===== src/sv/rbi_pkg.sv =====
// ----------------------------------------------------------------------------
// rbi_pkg
// Shared constants and types of the ray versus box intersection block.
// ----------------------------------------------------------------------------
package rbi_pkg;

   localparam int DIR_WIDTH = 18;
   localparam int LEN_WIDTH = 31;
   localparam int FRAC_BITS = 16;
   localparam int NUM_AXES  = 3;
   // Quotient bits resolved by each divider stage.
   localparam int DIV_STEPS = 4;
   // Face distances saturate at two to this power.
   localparam int T_SAT_EXP = 56;
   localparam int T_WIDTH   = T_SAT_EXP + 2;

   localparam logic ACTION_BOOL  = 1'b0;
   localparam logic ACTION_POINT = 1'b1;

   localparam int CSR_INDEX_WIDTH = 3;
   localparam logic [CSR_INDEX_WIDTH-1:0] CSR_BOX_MIN_X = 3'd0;
   localparam logic [CSR_INDEX_WIDTH-1:0] CSR_BOX_MIN_Y = 3'd1;
   localparam logic [CSR_INDEX_WIDTH-1:0] CSR_BOX_MIN_Z = 3'd2;
   localparam logic [CSR_INDEX_WIDTH-1:0] CSR_BOX_MAX_X = 3'd3;
   localparam logic [CSR_INDEX_WIDTH-1:0] CSR_BOX_MAX_Y = 3'd4;
   localparam logic [CSR_INDEX_WIDTH-1:0] CSR_BOX_MAX_Z = 3'd5;

   typedef struct packed {
      logic       action;
      logic       start_in;
      logic       end_in;
      logic [2:0] dir_zero;
      logic [2:0] t_neg;
   } flags_type;

endpackage


===== src/sv/rbi_setup.sv =====
// ----------------------------------------------------------------------------
// rbi_setup
// First stage: containment tests, face choice and divider operands.
// ----------------------------------------------------------------------------
module rbi_setup #(
   parameter int CW = 32
) (
   input  logic                                clock,
   input  logic                                reset,
   input  logic                                in_valid,
   output logic                                in_ready,
   input  logic                                action,
   input  logic [CW-1:0]                       ray_s [3],
   input  logic [CW-1:0]                       ray_e [3],
   input  logic [rbi_pkg::DIR_WIDTH-1:0]       ray_d [3],
   input  logic [rbi_pkg::LEN_WIDTH-1:0]       ray_len,
   input  logic [CW-1:0]                       box_lo [3],
   input  logic [CW-1:0]                       box_hi [3],
   output logic                                out_valid,
   input  logic                                out_ready,
   output rbi_pkg::flags_type                  out_flags,
   output logic [CW-1:0]                       out_s [3],
   output logic [rbi_pkg::DIR_WIDTH-1:0]       out_d [3],
   output logic [rbi_pkg::LEN_WIDTH-1:0]       out_len,
   output logic [CW-1:0]                       out_face [3],
   output logic [CW:0]                         out_nm [3],
   output logic [rbi_pkg::DIR_WIDTH-1:0]       out_dm [3]
);

   localparam int DW = rbi_pkg::DIR_WIDTH;

   logic               valid_ff;
   logic               en;
   rbi_pkg::flags_type flags_in, flags_ff;
   logic [CW-1:0]      face_in [3];
   logic [CW:0]        nm_in [3];
   logic [DW-1:0]      dm_in [3];
   logic [CW-1:0]      s_ff [3];
   logic [DW-1:0]      d_ff [3];
   logic [rbi_pkg::LEN_WIDTH-1:0] len_ff;
   logic [CW-1:0]      face_ff [3];
   logic [CW:0]        nm_ff [3];
   logic [DW-1:0]      dm_ff [3];

   assign en       = !valid_ff || out_ready;
   assign in_ready = en;

   always_comb begin
      logic s_in, e_in, sel_in, dpos;
      logic [CW:0] num;
      s_in = 1'b1;
      e_in = 1'b1;
      for (int i = 0; i < 3; i++) begin
         if ($signed(ray_s[i]) < $signed(box_lo[i]) || $signed(ray_s[i]) > $signed(box_hi[i]))
            s_in = 1'b0;
         if ($signed(ray_e[i]) < $signed(box_lo[i]) || $signed(ray_e[i]) > $signed(box_hi[i]))
            e_in = 1'b0;
      end
      // The slab search runs from inside only in point mode.
      sel_in = (action == rbi_pkg::ACTION_POINT) && s_in;
      flags_in.action   = action;
      flags_in.start_in = s_in;
      flags_in.end_in   = e_in;
      for (int i = 0; i < 3; i++) begin
         dpos = !ray_d[i][DW-1] && (ray_d[i] != '0);
         face_in[i] = (sel_in == dpos) ? box_hi[i] : box_lo[i];
         num = {face_in[i][CW-1], face_in[i]} - {ray_s[i][CW-1], ray_s[i]};
         nm_in[i] = num[CW] ? -num : num;
         dm_in[i] = ray_d[i][DW-1] ? -ray_d[i] : ray_d[i];
         flags_in.dir_zero[i] = (ray_d[i] == '0);
         flags_in.t_neg[i]    = num[CW] ^ ray_d[i][DW-1];
      end
   end

   always_ff @(posedge clock) begin
      if (reset) begin
         valid_ff <= 1'b0;
      end else if (en) begin
         valid_ff <= in_valid;
      end
      if (en) begin
         flags_ff <= flags_in;
         len_ff   <= ray_len;
         for (int i = 0; i < 3; i++) begin
            s_ff[i]    <= ray_s[i];
            d_ff[i]    <= ray_d[i];
            face_ff[i] <= face_in[i];
            nm_ff[i]   <= nm_in[i];
            dm_ff[i]   <= dm_in[i];
         end
      end
   end

   assign out_valid = valid_ff;
   assign out_flags = flags_ff;
   assign out_len   = len_ff;
   assign out_s     = s_ff;
   assign out_d     = d_ff;
   assign out_face  = face_ff;
   assign out_nm    = nm_ff;
   assign out_dm    = dm_ff;

endmodule


===== config.mk =====
export PLATFORM = sky130hd
export DESIGN_NAME = rbi_setup
export DESIGN_NICKNAME = d
export VERILOG_FILES = /design/src/sv/rbi_pkg.sv /design/src/sv/rbi_setup.sv
export SDC_FILE = /design/constraint.sdc
export NUM_CORES = 1
export LEC_CHECK = 0
export CAP_MARGIN = 10
export CORE_AREA = 2 2 360 362
export CTS_CLUSTER_DIAMETER = 200
export CTS_CLUSTER_SIZE = 20
export DETAILED_ROUTE_END_ITERATION = 8
export DIE_AREA = 0 0 362 364
export DONT_BUFFER_PORTS = 1
export PLACE_DENSITY = 0.39
export SKIP_LAST_GASP = 1
export SYNTH_ARGS = -nofsm -noshare
export SYNTH_HDL_FRONTEND = slang
export SYNTH_SLANG_ARGS = --single-unit

===== constraint.sdc =====
create_clock -name clock -period 12.2 [get_ports clock]
set_input_delay 0 -clock clock [delete_from_list [all_inputs] [get_ports clock]]
set_output_delay 0 -clock clock [all_outputs]
set_load 0.02 [all_outputs]

==> results.yml <==
worst_setup_path:
  r2r_cells: 3
  ff2ff_setup_slack_ns: 8.92
  path_class: "input port to register"
  cp-end-kind: "register"
  setup.worst_path.end: "out_nm[23]"
  critPathMaxFanout: 20
  crit_start: "box_lo[9]"
  reg2reg_from: "out_valid"
  worstReg2RegEnd: "out_dm[11]"
  startpoint_type: "input port"
  worstPathRequired_ns: 12.57
  cp.arrival_ns: 9.24
timing:
  slew-limit-headroom: 0.0642
  setup_viol: 0
  finalHoldViolations: 0
  finalMaxSlewViolations: 0
  fin_hold_ws_ns: 0.0488
  setup_tns_ns: 0
  worst_slew_pin_slew_ns: 1.40
  grt_setup_unrepaired: "false"
  fin_worst_skew_ns: 0.0254
  finalCritPeriodShare: 0.727
  period_needed_ns: 8.87
  max_freq_mhz: 113
synthesis:
  syn_avg_cell_area_um2: 10.4
  yosysUniqueCellTypes: 94
  synth_flop_cell: "edfxtp_1"
  synth-warning-count: 0
  yosysTopAreaCell: "edfxtp_1"
  synthCells: 3103
  synth-edff-count: 436
  seq_area_frac_synth: 0.405
  synth_top_area_frac: 0.405
  ys_ff_latch: 437
  synth_nets: 4060
  synthesis.area_um2: 32400
  async_reset_ff_frac: 0
  yosys-top-cells-area: "edfxtp_1 40%, ha_1 19%, xnor2_1 4.5%"
die:
  rows: 132
  die-area_um2: 132000
  initial_core_util: 0.252
  fp.coreArea_um2: 128000
  die_w_um: 362
  die_h_um: 364
  io_pins: 915
clocking:
  clk_latency_ns: 0.65
  cts_setup_buffers: 0
  clkTransAtPathRegs_ns: 0.12
  cts_tree: "yes"
  cts_sinks: 437
  cts_buffers: 25
  ctsHtreeMaxLevel: 1
  root_buffer: "clkbuf_16"
  cts_buffer_depth: 3
drt:
  wl_per_cell_um: 27.6
  routed_wl_um: 145000
  first_pass_iters: 5
  drc: 0
  vias_per_cell: 4.98
  ant_nets: 0
  dr_total_vias: 26100
  drt_iter0_drc: 1598
run_status:
  status: "finished clean"
final_layout:
  nNetsFinal: 4506
  area_growth_pct: 22.8
  multi_input_comb_area_um2: 17700
  drive_gt1_frac: 0.0259
  fillers: 13200
  ff_latch_area_um2: 13100
global_route:
  grt_pass1_wl_um: 197000
  grt_usage: 0.208
  grt_overflow: 0
  grt_pass1_vias: 26200
  grt_antenna_before_repair: 29
  grt_max_degree: 142
power:
  power.density_nw_per_um2: 120
  peakVddDrop_v: 0.0000985
  post-layout-total-power_mw: 4.76
  leakagePower_nw: 17.1
placement:
  routabilityCongestion: 0.909
  io_buffers: 0
  place.detailed.hpwl_um: 118000
hold_path:
  hold_path_class: "input port to register"
  min-delay-start: "ray_s[50]"
run:
  drv_cap: 0
layout make-up:
cell class              count  share of cell area
multi-input cells        2267               0.446
flip-flops and latches    437               0.330
repair buffers            484               0.122
well taps                1675              0.0527
inverters                 334              0.0315
clock buffers              32              0.0164
clock inverters             2            0.000630
diodes                     10            0.000630
Yosys cell counts, drive strengths merged, types with 6 or more instances:
master and n:
clkbuf 47, a21boi 11, mux2i 105, inv 334, nor2b 32, o22ai 6, and2 17, o21a 21
and4 6, a21o 168, a211oi 21, a221oi 8, and3 11, a2111oi 8, o2111ai 7, o31ai 30
nand2b 30, ha 480, nand3 41, mux2 8, a31oi 22, or3 19, o21bai 13, a21oi 229
nor4 20, a211o 7, nand3b 6, o211ai 20, xor2 58, buf 18, nor2 144, nor3b 8
o31a 8, nor3 49, nand4 90, nand2 159, edfxtp 436, o21ai 138, or2 9, o41ai 8
or4 11, a31o 6, xnor2 166
placed cells by master (no fill, tap or decap), types with 8 or more instances in the layout:
cell type and instances:
a21oi_1 229, nor3b_1 8, and3_1 11, a221oi_1 8
a21boi_0 10, o31a_1 8, dlygate4sd3_1 470, nor2_1 144
or3_1 19, edfxtp_1 436, a211oi_1 21, xnor2_1 165
and2_1 17, a21o_1 167, o31ai_1 29, diode_2 10
mux2_2 8, o21bai_1 13, or4_1 10, nor4_1 19
buf_4 12, nand4_1 90, nand2_1 159, clkbuf_16 25
o21a_1 21, o41ai_1 8, nand2b_1 29, nor3_1 47
a31oi_1 21, xor2_1 56, mux2i_1 105, ha_1 480
o211ai_1 20, or2_2 9, nand3_1 41, nor2b_1 32
inv_1 334, o21ai_0 133
registers in the layout, indices dropped and copies added (netlist names):
signal	flops
out_d	54
out_s	96
out_len	31
out_nm	99
out_face	96
out_dm	51
out_valid	1
out_flags	9
worst min-delay path by stage:
stage                      to  cells past startpoint
floorplan           out_valid                      1
global placement    out_valid                      1
detailed placement  out_valid                      1
CTS                 out_s[50]                      1
global route        out_s[50]                      1
finish              out_s[50]                      1
report_power, final:
group	switching, mW	internal (mW)	total, mW	leakage (nW)
sequential	0.447	1.97	2.42	4.54
clock	0.551	0.378	0.929	0.330
combinational	0.823	0.590	1.41	12.2
total	1.82	2.94	4.76	17.1
logic make-up after synthesis:
logic type                 share of synthesized area
adders and majority gates                      0.187
xor gates and xnor gates                      0.0606
muxes                                         0.0353
DFF                                            0.405
AOI/OAI and AO/OA                              0.154
buffers and inverters                         0.0484
and+or+nand+nor                                0.109
metrics by stage:
stage | util | setup slack, ns | cells | cell area, um^2
global route | 0.310 | 2.81 | 5237 | 39700
finish | 0.310 | 3.33 | 5241 | 39700
global placement | 0.267 | 3.32 | 4726 | 34300
CTS | 0.310 | 3.42 | 5231 | 39700
floorplan | - | 0.692 | 3103 | 32400
detailed placement | 0.267 | 3.27 | 4726 | 34300
metal layers:
metal  up-vias  global-route usage  part of all wire
met3       166              0.0714             0.092
li1      12400                   -                 -
met4        26              0.0553             0.027
met1     12500               0.254              0.41
met5         -                   0            0.0013
met2      1039               0.349              0.47
worst max-delay path, cell delays in order:
cell	delay [ns]
dlygate4sd3_1	0.54
inv_1	0.20
ha_1	0.30
a21o_1	0.16
a21o_1	0.17
a21oi_1	0.21
o211ai_1	0.14
a2111oi_0	1.05
o221ai_1	0.26
xor2_1	0.26
nor4b_4	0.70
xor2_4	0.62
buf_4	0.46
mux2i_1	0.43
fa_1	0.29
a21o_1	0.19
nand3_1	0.18
a211oi_1	0.39
o21ai_0	0.26
a21oi_1	0.51
a21oi_1	0.18
or4_1	0.54
a41oi_2	0.86
nor2_1	0.15
xnor2_1	0.17
timing repair:
action | CTS | global route
hold endpoints to repair | 357 | 0
resized for setup | 0 | 0
hold buffers | 471 | 0
Power figures use the tool's default switching activity.
